===== config.mk =====
export PLATFORM = sky130hd
export DESIGN_NAME = midi_track_event_parser
export DESIGN_NICKNAME = d
export VERILOG_FILES = /design/src/sv/mtp_pkg.sv /design/src/sv/mtp_parser.sv /design/src/sv/mtp_out_buf.sv /design/src/sv/midi_track_event_parser.sv
export SDC_FILE = /design/constraint.sdc
export NUM_CORES = 1
export LEC_CHECK = 0
export ABC_AREA = 1
export CAP_MARGIN = 20
export CELL_PAD_IN_SITES_DETAIL_PLACEMENT = 0
export CELL_PAD_IN_SITES_GLOBAL_PLACEMENT = 2
export CORE_UTILIZATION = 42
export CTS_CLUSTER_DIAMETER = 60
export DETAILED_ROUTE_END_ITERATION = 12
export DONT_BUFFER_PORTS = 1
export GPL_TIMING_DRIVEN = 0
export PLACE_DENSITY = 0.91
export SYNTH_ARGS = -nofsm -noshare
export SYNTH_HDL_FRONTEND = slang
export SYNTH_SLANG_ARGS = --single-unit

===== constraint.sdc =====
create_clock -name i_clk -period 6.05 [get_ports i_clk]
set_clock_uncertainty 0.2 [all_clocks]
set_input_delay 1.21 -clock i_clk [delete_from_list [all_inputs] [get_ports i_clk]]
set_output_delay 1.21 -clock i_clk [all_outputs]
set_load 0.01 [all_outputs]

===== src/sv/mtp_pkg.sv =====
// Shared types and codes for the MIDI track event parser.
package mtp_pkg;

    // parser phases
    localparam logic [2:0] PH_TIME      = 3'd0;
    localparam logic [2:0] PH_TIMECONT  = 3'd1;
    localparam logic [2:0] PH_STATUS    = 3'd2;
    localparam logic [2:0] PH_META_TYPE = 3'd3;
    localparam logic [2:0] PH_META_LEN  = 3'd4;
    localparam logic [2:0] PH_DATA      = 3'd5;
    localparam logic [2:0] PH_SYSEX     = 3'd6;

    // byte classes
    localparam logic [2:0] CL_TIME_PART = 3'd0;
    localparam logic [2:0] CL_TIME_DONE = 3'd1;
    localparam logic [2:0] CL_STATUS    = 3'd2;
    localparam logic [2:0] CL_META_TYPE = 3'd3;
    localparam logic [2:0] CL_META_LEN  = 3'd4;
    localparam logic [2:0] CL_DATA      = 3'd5;
    localparam logic [2:0] CL_SYSEX     = 3'd6;
    localparam logic [2:0] CL_ERROR     = 3'd7;

    // status byte values and nibbles
    localparam logic [7:0] ST_META   = 8'hff;
    localparam logic [3:0] HI_NOTE_OFF = 4'h8;
    localparam logic [3:0] HI_NOTE_ON  = 4'h9;
    localparam logic [3:0] HI_POLY_AT  = 4'ha;
    localparam logic [3:0] HI_CTRL     = 4'hb;
    localparam logic [3:0] HI_PROG     = 4'hc;
    localparam logic [3:0] HI_CHAN_AT  = 4'hd;
    localparam logic [3:0] HI_PITCH    = 4'he;
    localparam logic [3:0] HI_SYSTEM   = 4'hf;

    localparam int DT_W = 28;

    typedef struct packed {
        logic [2:0]      byte_class;
        logic [7:0]      byte_echo;
        logic [DT_W-1:0] delta_time;
        logic            event_end;
        logic            time_overflow;
    } t_result;

endpackage


===== src/sv/mtp_parser.sv =====
// Parser state registers and the per-byte classification step.
module mtp_parser
    import mtp_pkg::*;
#(
    parameter int TIME_BITS = 28
) (
    input  logic       i_clk,
    input  logic       i_rst_n,
    input  logic       i_accept,
    input  logic [7:0] i_data_byte,
    input  logic       i_chunk_end,
    output t_result    o_result
);

    localparam int TIME_MAX_BYTES = ((TIME_BITS / 7) > 7) ? 7 : (TIME_BITS / 7);

    logic [2:0]           r_phase, n_phase;
    logic [TIME_BITS-1:0] r_accum, n_accum;
    logic [7:0]           r_left, n_left;
    logic [2:0]           r_tcnt, n_tcnt;
    logic                 r_ovf, n_ovf;

    logic [3:0]           hi;
    logic [TIME_BITS+6:0] shifted;
    logic [2:0]           cnt_base;
    logic                 ovf_base;
    logic [TIME_BITS+DT_W-1:0] accum_ext;
    logic [2:0]           cls;
    logic                 ev_end;

    assign hi        = i_data_byte[7:4];
    assign shifted   = {r_accum, i_data_byte[6:0]};
    assign accum_ext = {{DT_W{1'b0}}, n_accum};

    always_comb begin
        n_phase  = r_phase;
        n_accum  = r_accum;
        n_left   = r_left;
        n_tcnt   = r_tcnt;
        n_ovf    = r_ovf;
        cls      = CL_ERROR;
        ev_end   = 1'b0;
        cnt_base = r_tcnt;
        ovf_base = r_ovf;

        case (r_phase)
            PH_TIMECONT: begin
                n_accum = shifted[TIME_BITS-1:0];
            end
            PH_STATUS: begin
                cls = CL_STATUS;
                if (i_data_byte == ST_META) begin
                    n_phase = PH_META_TYPE;
                end else if (hi == HI_PROG || hi == HI_CHAN_AT) begin
                    n_phase = PH_DATA;
                    n_left  = 8'd1;
                end else if (hi == HI_NOTE_OFF || hi == HI_NOTE_ON || hi == HI_POLY_AT ||
                             hi == HI_CTRL || hi == HI_PITCH) begin
                    n_phase = PH_DATA;
                    n_left  = 8'd2;
                end else if (hi == HI_SYSTEM) begin
                    n_phase = PH_SYSEX;
                end else begin
                    cls     = CL_ERROR;
                    ev_end  = 1'b1;
                    n_phase = PH_TIME;
                end
            end
            PH_META_TYPE: begin
                cls     = CL_META_TYPE;
                n_phase = PH_META_LEN;
            end
            PH_META_LEN: begin
                cls    = CL_META_LEN;
                n_left = i_data_byte;
                if (i_data_byte == 8'd0) begin
                    ev_end  = 1'b1;
                    n_phase = PH_TIME;
                end else begin
                    n_phase = PH_DATA;
                end
            end
            PH_DATA: begin
                cls = CL_DATA;
                if (r_left != 8'd0) begin
                    n_left = r_left - 8'd1;
                end
                if (n_left == 8'd0) begin
                    ev_end  = 1'b1;
                    n_phase = PH_TIME;
                end
            end
            PH_SYSEX: begin
                cls = CL_SYSEX;
                if (i_data_byte[7]) begin
                    ev_end  = 1'b1;
                    n_phase = PH_TIME;
                end
            end
            default: begin
                // first time byte of a new event: restart accumulation
                n_accum  = TIME_BITS'(i_data_byte[6:0]);
                cnt_base = 3'd0;
                ovf_base = 1'b0;
            end
        endcase

        // shared time-byte handling for both time phases and the unused phase code
        if (r_phase == PH_TIMECONT || r_phase > PH_SYSEX || r_phase == PH_TIME) begin
            n_ovf  = (cnt_base >= 3'(TIME_MAX_BYTES)) ? 1'b1 : ovf_base;
            n_tcnt = (cnt_base < 3'd7) ? cnt_base + 3'd1 : cnt_base;
            if (!i_data_byte[7]) begin
                cls     = CL_TIME_DONE;
                n_phase = PH_STATUS;
            end else begin
                cls     = CL_TIME_PART;
                n_phase = PH_TIMECONT;
            end
        end
    end

    assign o_result.byte_class    = cls;
    assign o_result.byte_echo     = i_data_byte;
    assign o_result.delta_time    = accum_ext[DT_W-1:0];
    assign o_result.event_end     = ev_end;
    assign o_result.time_overflow = n_ovf;

    always_ff @(posedge i_clk) begin
        if (!i_rst_n) begin
            r_phase <= PH_TIME;
            r_accum <= '0;
            r_left  <= '0;
            r_tcnt  <= '0;
            r_ovf   <= 1'b0;
        end else if (i_accept) begin
            if (i_chunk_end) begin
                r_phase <= PH_TIME;
                r_accum <= '0;
                r_left  <= '0;
                r_tcnt  <= '0;
                r_ovf   <= 1'b0;
            end else begin
                r_phase <= n_phase;
                r_accum <= n_accum;
                r_left  <= n_left;
                r_tcnt  <= n_tcnt;
                r_ovf   <= n_ovf;
            end
        end
    end

endmodule


===== src/sv/mtp_out_buf.sv =====
// Result register with a skid stage between the parser and the output channel.
module mtp_out_buf
    import mtp_pkg::*;
(
    input  logic    i_clk,
    input  logic    i_rst_n,
    input  logic    i_valid,
    output logic    o_ready,
    input  t_result i_result,
    output logic    o_valid,
    input  logic    i_ready,
    output t_result o_result
);

    logic    r_out_vld;
    logic    r_skid_vld;
    t_result r_out;
    t_result r_skid;
    logic    in_xfer;
    logic    out_free;

    assign o_ready  = !r_skid_vld;
    assign in_xfer  = i_valid && !r_skid_vld;
    assign out_free = !r_out_vld || i_ready;
    assign o_valid  = r_out_vld;
    assign o_result = r_out;

    always_ff @(posedge i_clk) begin
        if (!i_rst_n) begin
            r_out_vld  <= 1'b0;
            r_skid_vld <= 1'b0;
        end else if (out_free) begin
            if (r_skid_vld) begin
                r_out_vld  <= 1'b1;
                r_skid_vld <= 1'b0;
            end else begin
                r_out_vld <= in_xfer;
            end
        end else if (in_xfer) begin
            r_skid_vld <= 1'b1;
        end
    end

    always_ff @(posedge i_clk) begin
        if (out_free) begin
            r_out <= r_skid_vld ? r_skid : i_result;
        end else if (in_xfer) begin
            r_skid <= i_result;
        end
    end

endmodule


===== src/sv/midi_track_event_parser.sv =====
// MIDI track event parser: one track-chunk byte in, one classified result out per cycle
// while the output side takes them, with the byte echoed, the event's delta time
// (TIME_BITS wide internally, low 28 bits shown) and end-of-event and time-overflow
// flags. Each byte goes through the combinational parser step into the result register
// or the skid, so a byte can be accepted every cycle while the skid is empty. A two-entry
// output stage (result register plus skid) keeps input ready high while one result
// waits, so input stalls only after the output side has held off for two results.
// Asserting i_chunk_end on a byte returns the parser to delta-time parsing after that byte.
module midi_track_event_parser
    import mtp_pkg::*;
#(
    parameter int TIME_BITS = 28
) (
    input  logic        i_clk,
    input  logic        i_rst_n,
    input  logic        i_valid,
    output logic        o_ready,
    input  logic [7:0]  i_data_byte,
    input  logic        i_chunk_end,
    output logic        o_valid,
    input  logic        i_ready,
    output logic [2:0]  o_byte_class,
    output logic [7:0]  o_byte_echo,
    output logic [27:0] o_delta_time,
    output logic        o_event_end,
    output logic        o_time_overflow
);

    t_result step_res;
    t_result out_res;
    logic    in_xfer;

    assign in_xfer = i_valid && o_ready;

    mtp_parser #(
        .TIME_BITS(TIME_BITS)
    ) u_parser (
        .i_clk       (i_clk),
        .i_rst_n     (i_rst_n),
        .i_accept    (in_xfer),
        .i_data_byte (i_data_byte),
        .i_chunk_end (i_chunk_end),
        .o_result    (step_res)
    );

    mtp_out_buf u_out_buf (
        .i_clk    (i_clk),
        .i_rst_n  (i_rst_n),
        .i_valid  (i_valid),
        .o_ready  (o_ready),
        .i_result (step_res),
        .o_valid  (o_valid),
        .i_ready  (i_ready),
        .o_result (out_res)
    );

    assign o_byte_class    = out_res.byte_class;
    assign o_byte_echo     = out_res.byte_echo;
    assign o_delta_time    = out_res.delta_time;
    assign o_event_end     = out_res.event_end;
    assign o_time_overflow = out_res.time_overflow;

endmodule


==> metrics.log, run 1 <==
[metrics] outcome: completed
[metrics] area delta synth->final: 13.7%
[metrics] clock root buffer: sky130_fd_sc_hd__clkbuf_16
[metrics] Setup crit end kind: primary output
[metrics] terminating pin of the worst hold path: u_parser.r_tcnt[1]$_SDFFE_PN0P_
[metrics] top cell type by total area after synthesis: sky130_fd_sc_hd__edfxtp_1
[metrics] final critical-path required period: 2930 ps
[metrics] number of instances resized during post-cts repair: 0
[metrics] multiplexer share of the synthesized area: 0%
[metrics] area of the placeable core: 12800 sq um
[metrics] top fanout value on the critical path: 10
[metrics] setup slack after layout: 3120 ps
[metrics] WS Path Type: reg2out
[metrics] Final Hold Vio Count: 0
[metrics] starting DRC count in detailed routing: 317
[metrics] unrepaired setup endpoints after global routing: false
[metrics] startpoint kind of the worst setup timing path: flop
[metrics] DR DRC count: 0
[metrics] routed vias: 4233
[metrics] required time of the critical path: 4640 ps
[metrics] post-synth net total: 645
[metrics] adder-cell share of the synthesized area: 0.669%
[metrics] Antenna diodes: 0
[metrics] placed cell areas: 5860 sq um
[metrics] count of TritonRoute iterations in the first routing pass: 5
[metrics] Ports: 56
[metrics] Post-synth EDFFs: 82
[metrics] summed negative setup slack over all endpoints: 0 ps
[metrics] post-synthesis simple-gate area fraction: 22.7%
[metrics] switching portion of total power: 23.4%
[metrics] multi-input combinational cell area: 1920 sq um
[metrics] flip-flop and latch count after synthesis: 127
[metrics] transition time at the pin with the least slew margin: 973 ps
[metrics] number of fillers in the final layout: 1235
[metrics] largest net degree at the start of global routing: 45
[metrics] Max Buffers Root-to-Sink: 2
[metrics] number of cells on the worst hold path: 2
[metrics] relative max-transition margin: 35.2%
[metrics] fraction of synthesis flops using an asynchronous set or reset pin: 0%
[metrics] fin. max-slew vios: 0
[metrics] total clock sinks: 127
[metrics] number of instances in the synthesized netlist: 629
[metrics] yosys synthesis warning count: 0
[metrics] ratio of cells with drive above 1 in the final layout: 9.52%
[metrics] peak ir drop on the vdd network: 0.173 mV
[metrics] final cell area excluding filler cells: 6370 sq um
[metrics] detailed-route vias per instance: 5.08
[metrics] pre-CTS setup slack: 2830 ps
[metrics] internal reg-to-reg setup slack: 3660 ps
[metrics] sequential cell area: 3360 sq um
[metrics] most frequent cells after synthesis: sky130_fd_sc_hd__nand2_1, sky130_fd_sc_hd__edfxtp_1, sky130_fd_sc_hd__dfxtp_1, sky130_fd_sc_hd__inv_1, sky130_fd_sc_hd__a21oi_1
[metrics] routability congestion estimate from global placement: 0.860
[metrics] count of cell types in the netlist: 35
[metrics] Power Internal: 1.56 mW
[metrics] number of setup buffers added after CTS: 0
[metrics] worst hold start: u_parser.r_tcnt[1]$_SDFFE_PN0P_
[metrics] source-to-sink clock delay at the later pin of the worst-skew pair: 420 ps
[metrics] Hold Path Class: reg2reg
[metrics] portion of the post-synthesis area used by sequential elements: 60.0%
[metrics] cell area after synthesis: 5610 sq um
[metrics] Core Util, Final: 49.7%
[metrics] full die area: 13800 sq um
[metrics] WL final: 13.3 mm
[metrics] cell types occupying the most area after synthesis: sky130_fd_sc_hd__edfxtp_1, sky130_fd_sc_hd__nand2_1, sky130_fd_sc_hd__dfxtp_1
[metrics] total CTS buffers: 17
[metrics] Logic pwr share: 7.4%
[metrics] average cell area after synthesis: 8.91 sq um
[metrics] worst reg2reg path endpoint: u_out_buf.r_skid[9]$_DFFE_PP_
[metrics] worst reg2reg startpoint: u_out_buf.o_valid$_SDFFE_PN0P_
[metrics] Port Buf Inserts: 0
[metrics] all-layer global routing usage: 20.8%
[metrics] depth of the CTS H-tree: 4
[metrics] via count of the first global-routing pass: 4140
[metrics] Cell Pwr Density: 319 nW/um^2
[metrics] count of hold buffers inserted by post-cts repair: 0
[metrics] share of the synthesized area in compound gates (AO/OA/AOI/OAI): 10.4%
[metrics] Starting Density: 43.7%
[metrics] top_reg_cell synth: sky130_fd_sc_hd__edfxtp_1
[metrics] number of nets with antenna violations after routing: 0
[metrics] register clock-pin slew on the reported worst setup and hold paths: 50 ps
[metrics] net switching component of the power: 0.475 mW
[metrics] Flop pwr share: 48.5%
[metrics] first-pass GRT wire length: 22.0 mm
[metrics] share of Yosys cell area claimed by the top area cell type: 43.9%
[metrics] vertical die dimension: 118 um
[metrics] Post-layout nets: 665
[metrics] number of maximum-capacitance constraint violations: 0
[metrics] Setup-failing EPs final: 0
[metrics] xor/xnor cell area share of the yosys netlist: 0.312%
[metrics] TritonCTS clock tree: built
[metrics] dpl hpwl: 9.32 mm
[metrics] overflow left after global routing: 0
[metrics] routed length per instance: 15.9 um
[metrics] crit path DAT: 1520 ps
[metrics] leading cell type by number of instances after synthesis: sky130_fd_sc_hd__nand2_1
[metrics] cell count of the worst reg-to-reg path: 5
[metrics] FP Rows: 41
[metrics] reported leakage power: 2.42 nW
[metrics] clock power share: 44.1%
[metrics] chip width: 118 um
[metrics] dominant combinational cell family by area after synthesis: simple AND/OR/NAND/NOR gates
[metrics] top achievable clock speed: 0.341 GHz
[metrics] portion of the clock cycle consumed by the worst path in the final layout: 48.5%
[metrics] initial antenna violation count: 0
cell type report:
class / instances / share of cell area [%]
buffer: 26 / 2.04
clock buffer: 30 / 7.91
clock inverter: 2 / 0.196
inverter: 54 / 3.22
multi-input combinational: 422 / 30.1
sequential: 127 / 52.8
tap: 172 / 3.38
timing repair buffer: 1 / 0.432
power by group through the flow:
stage	Sequential [mW]	Combinational [mW]	Clock (mW)
after global routing	0.989	0.169	0.953
after global placement	1.00	0.145	0
after detailed placement	1.00	0.150	0
after CTS	0.987	0.151	0.911
after floorplan	1.00	0.108	0
final	0.986	0.149	0.896
metal layers:
layer  track usage (%)  wire length, um
met1              26.2             6150
met2              34.1             6440
met3              5.72              475
met4              7.77              216
met5                 0                0
cells by family after synthesis:
| group | count (synthesis) |
|---|---|
| AO/OA/AOI/OAI | 103 |
| flip-flops | 127 |
| adder cells (fa/ha/maj) | 3 |
| AND/OR/NAND/NOR | 314 |
| XOR/XNOR | 2 |
| buffers and inverters | 80 |
cells in the final DEF (no fill, tap or decap), types with 5 or more instances in the layout:
master,instances
sky130_fd_sc_hd__a21oi_1,44
sky130_fd_sc_hd__buf_2,5
sky130_fd_sc_hd__clkbuf_1,24
sky130_fd_sc_hd__clkbuf_16,17
sky130_fd_sc_hd__dfxtp_1,45
sky130_fd_sc_hd__edfxtp_1,82
sky130_fd_sc_hd__inv_1,44
sky130_fd_sc_hd__inv_2,8
sky130_fd_sc_hd__nand2_1,241
sky130_fd_sc_hd__nand3_1,26
sky130_fd_sc_hd__nor2_1,27
sky130_fd_sc_hd__nor2_2,6
sky130_fd_sc_hd__o21ai_0,21
sky130_fd_sc_hd__o21ai_1,8
sky130_fd_sc_hd__o21ai_2,8
sky130_fd_sc_hd__o22ai_1,13
flip-flops by register name (all words and copies together), names as in the netlist, 3 cells and up:
register            count
u_parser.r_phase        3
u_parser.r_accum       28
u_out_buf.o_result     41
u_out_buf.r_skid       41
u_parser.r_left         8
u_parser.r_tcnt         3
critical path, stage by stage (launching register included):
cell and delay (ps):
sky130_fd_sc_hd__dfxtp_1 300, sky130_fd_sc_hd__clkbuf_1 140, sky130_fd_sc_hd__inv_2 210, sky130_fd_sc_hd__buf_1 460
through the flow:
stage / instances / power, mW / hold slack, ps
2_1_floorplan: 629 / 1.11 / 245
3_3_place_gp: 801 / 1.15 / 251
3_5_place_dp: 802 / 1.15 / 258
4_1_cts: 834 / 2.05 / 266
5_1_grt: 834 / 2.11 / 280
6_report: 834 / 2.03 / 263
how the worst max path moves through the flow:
| stage | depth (start not counted) | to | from |
|---|---|---|---|
| after floorplan | 3 | u_out_buf.r_skid[0]$_DFFE_PP_ | i_ready |
| after global placement | 3 | u_out_buf.r_skid[4]$_DFFE_PP_ | i_ready |
| after detailed placement | 6 | u_out_buf.r_skid[16]$_DFFE_PP_ | i_valid |
| after CTS | 3 | o_ready | u_out_buf.r_skid_vld$_SDFFE_PP0P_ |
| after global routing | 3 | o_ready | u_out_buf.r_skid_vld$_SDFFE_PP0P_ |
| final | 3 | o_ready | u_out_buf.r_skid_vld$_SDFFE_PP0P_ |
No activity file was read; power rests on OpenSTA's default activity.
==> run 2: changes to the inputs <==
--- a/config.mk
+++ b/config.mk
@@ -9,12 +9,12 @@
 export CAP_MARGIN = 20
 export CELL_PAD_IN_SITES_DETAIL_PLACEMENT = 0
 export CELL_PAD_IN_SITES_GLOBAL_PLACEMENT = 2
-export CORE_UTILIZATION = 42
+export CORE_UTILIZATION = 39
 export CTS_CLUSTER_DIAMETER = 60
 export DETAILED_ROUTE_END_ITERATION = 12
 export DONT_BUFFER_PORTS = 1
 export GPL_TIMING_DRIVEN = 0
-export PLACE_DENSITY = 0.91
+export PLACE_DENSITY = 0.86
 export SYNTH_ARGS = -nofsm -noshare
 export SYNTH_HDL_FRONTEND = slang
 export SYNTH_SLANG_ARGS = --single-unit
==> constraint.sdc (replaced) <==
create_clock -name i_clk -period 3 [get_ports i_clk]
set_clock_uncertainty 0.2 [all_clocks]
set_input_delay 0.6 -clock i_clk [delete_from_list [all_inputs] [get_ports i_clk]]
set_output_delay 0.6 -clock i_clk [all_outputs]
set_load 0.01 [all_outputs]
==> run 2 against run 1 <==
  * Worst hold slack worse by 190 ps
  * Sequential power is 100% higher
  * Global-route usage is 1.5 points lower
  * Cell area is 1.2% higher
  * Clock power is 130% higher
  * Clock-buffer cell count is 9 lower
  * Critical path type unchanged
  * Setup slack worse by 2400 ps
  * Sequential share of layout area is 0.62 points lower
  * Wire length is 1.1% lower
  * Critical path depth stayed put
  * First-iteration DRC count is 3.2% lower
==> metrics.log, run 2 (synthesis gave the netlist of run 1 again) <==
[metrics] unrepaired setup endpoints after global routing: false (unchanged)
[metrics] Fin Hold WS: 77.4 ps (was 263 ps)
[metrics] number of fillers in the final layout: 1320 (was 1235)
[metrics] dpl hpwl: 9.40 mm (was 9.32 mm)
[metrics] cell-by-cell trace of the critical path: clkbuf_1 > inv_2 > buf_1 (unchanged)
[metrics] first-pass GRT wire length: 21.2 mm (was 22.0 mm)
[metrics] longest individual stage delay on the worst path: 470 ps (was 460 ps)
[metrics] number of setup buffers added after CTS: 0 (unchanged)
[metrics] Setup crit end kind: primary output (unchanged)
[metrics] number of maximum-capacitance constraint violations: 0 (unchanged)
[metrics] crit path DAT: 1500 ps (was 1520 ps)
[metrics] pre-CTS setup slack: 479 ps (was 2830 ps)
[metrics] all-layer global routing usage: 19.3% (was 20.8%)
[metrics] Core Util, Final: 46.3% (was 49.7%)
[metrics] total clock sinks: 127 (unchanged)
[metrics] number of instances resized during post-cts repair: 0 (unchanged)
[metrics] clock root buffer: sky130_fd_sc_hd__clkbuf_16 (unchanged)
[metrics] portion of the clock cycle consumed by the worst path in the final layout: 76.8%
[metrics] routability congestion estimate from global placement: 0.864 (was 0.860)
[metrics] top fanout value on the critical path: 10 (unchanged)
[metrics] startpoint kind of the worst setup timing path: flop (unchanged)
[metrics] area delta synth->final: 15.0% (was 13.7%)
[metrics] Buf/Inv on CP: 3 (unchanged)
[metrics] internal reg-to-reg setup slack: 710 ps (was 3660 ps)
[metrics] overflow left after global routing: 0 (unchanged)
[metrics] most frequent cells in the layout: sky130_fd_sc_hd__nand2_1, sky130_fd_sc_hd__edfxtp_1, sky130_fd_sc_hd__dfxtp_1 (unchanged)
[metrics] required time of the critical path: 2200 ps (was 4640 ps)
[metrics] starting DRC count in detailed routing: 307 (was 317)
[metrics] vertical die dimension: 122 um (was 118 um)
[metrics] initial antenna violation count: 0 (unchanged)
[metrics] count of hold buffers inserted by post-cts repair: 0 (unchanged)
[metrics] Hold Path Class: in2reg (was reg2reg)
[metrics] count of TritonRoute iterations in the first routing pass: 5 (unchanged)
[metrics] WS Path Type: reg2out (unchanged)
[metrics] total power consumption of the routed design: 4.34 mW (was 2.03 mW)
[metrics] WL final: 13.1 mm (was 13.3 mm)
[metrics] Ports: 56 (unchanged)
[metrics] transition time at the pin with the least slew margin: 969 ps (was 973 ps)
[metrics] total CTS buffers: 17 (unchanged)
[metrics] routed vias: 4186 (was 4233)
[metrics] Cell Pwr Density: 673 nW/um^2 (was 319 nW/um^2)
[metrics] peak ir drop on the vdd network: 0.355 mV (was 0.173 mV)
[metrics] most common library cell in the layout ignoring fill and taps: sky130_fd_sc_hd__nand2_1 (unchanged)
[metrics] Final Hold Vio Count: 0 (unchanged)
[metrics] TritonCTS clock tree: built (unchanged)
[metrics] chip width: 122 um (was 118 um)
[metrics] register clock-pin slew on the reported worst setup and hold paths: 60 ps (was 50 ps)
[metrics] DR DRC count: 0 (unchanged)
[metrics] Antenna diodes: 0 (unchanged)
[metrics] via count of the first global-routing pass: 3988 (was 4140)
[metrics] final critical-path required period: 2300 ps
[metrics] cell family contributing the most delay on the critical path: buffers and inverters (unchanged)
[metrics] full die area: 14900 sq um (was 13800 sq um)
[metrics] Starting Density: 40.2% (was 43.7%)
[metrics] detailed-route vias per instance: 4.97 (was 5.08)
[metrics] number of nets with antenna violations after routing: 0 (unchanged)
[metrics] area of the placeable core: 13900 sq um (was 12800 sq um)
[metrics] relative max-transition margin: 35.3% (was 35.2%)
[metrics] routed length per instance: 15.6 um (was 15.9 um)
[metrics] Max Buffers Root-to-Sink: 2 (unchanged)
[metrics] top achievable clock speed: 0.434 GHz
[metrics] Post-layout nets: 665 (unchanged)
[metrics] largest net degree at the start of global routing: 45 (unchanged)
[metrics] source-to-sink clock delay at the later pin of the worst-skew pair: 420 ps (about the same)
[metrics] fin. max-slew vios: 0 (unchanged)
[metrics] Setup-failing EPs final: 0 (unchanged)
[metrics] FP Rows: 43 (was 41)
[metrics] depth of the CTS H-tree: 4 (unchanged)
[metrics] setup slack after layout: 696 ps (was 3120 ps)
[metrics] Port Buf Inserts: 0 (unchanged)
[metrics] outcome: completed (unchanged)
[metrics] critical-path cell with the highest stage delay: sky130_fd_sc_hd__buf_1 (unchanged)
[metrics] ratio of cells with drive above 1 in the final layout: 10.4% (was 9.52%)
[metrics] reported leakage power: 2.45 nW (was 2.42 nW)
[run 2: changes by cell type in the layout (fill, tap and decap cells not counted), sizes merged]
| cell | previous run | this run |
|---|---|---|
| bufinv | 0 | 3 |
| clkbuf | 44 | 35 |
| clkinv | 2 | 6 |
| clkinvlp | 1 | 3 |
[run 2: metrics by stage]
step                TNS, ps  instances  cell area (sq um)
CTS                       0        842               6450
finish                    0        842               6450
detailed placement        0        810               5860
global placement     -10190        809               5840
floorplan                 0        629               5610
global route              0        842               6450
[run 2: cell type report]
type                            count  area, sq um  area share (%)
Multi-Input combinational cell    422         1920            29.7
Clock inverter                     11          140            2.17
Inverter                           54          205            3.18
Clock buffer                       21          450            6.98
Buffer                             26          130            2.02
Sequential cell                   127         3360            52.1
Tap cell                          180          225            3.49
Timing Repair Buffer                1         20.0           0.310
[run 2: final timing paths]
path,from,to,cells past startpoint
worst max-delay path,u_out_buf.r_skid_vld$_SDFFE_PP0P_,o_ready,3
worst min-delay path,i_data_byte[2],u_out_buf.r_skid[32]$_DFFE_PP_,0
worst max register to register,u_out_buf.r_skid_vld$_SDFFE_PP0P_,u_out_buf.r_skid[2]$_DFFE_PP_,6
worst min register to register,u_parser.r_accum[24]$_SDFFE_PN0P_,u_parser.r_accum[24]$_SDFFE_PN0P_,2
[run 2: power by group]
group / switching (mW) / internal [mW] / total [mW]
sequential: 0.0522 / 1.94 / 1.99
clock: 0.729 / 1.32 / 2.05
combinational: 0.221 / 0.0818 / 0.302
[run 2: layer usage]
metal | wire (um) | track usage, % | vias to the layer above
met5 | 0 | 0 | -
met4 | 175 | 6.94 | 0
met3 | 564 | 4.87 | 18
met2 | 6320 | 31.3 | 89
met1 | 6070 | 24.7 | 1954
li1 | - | - | 2125
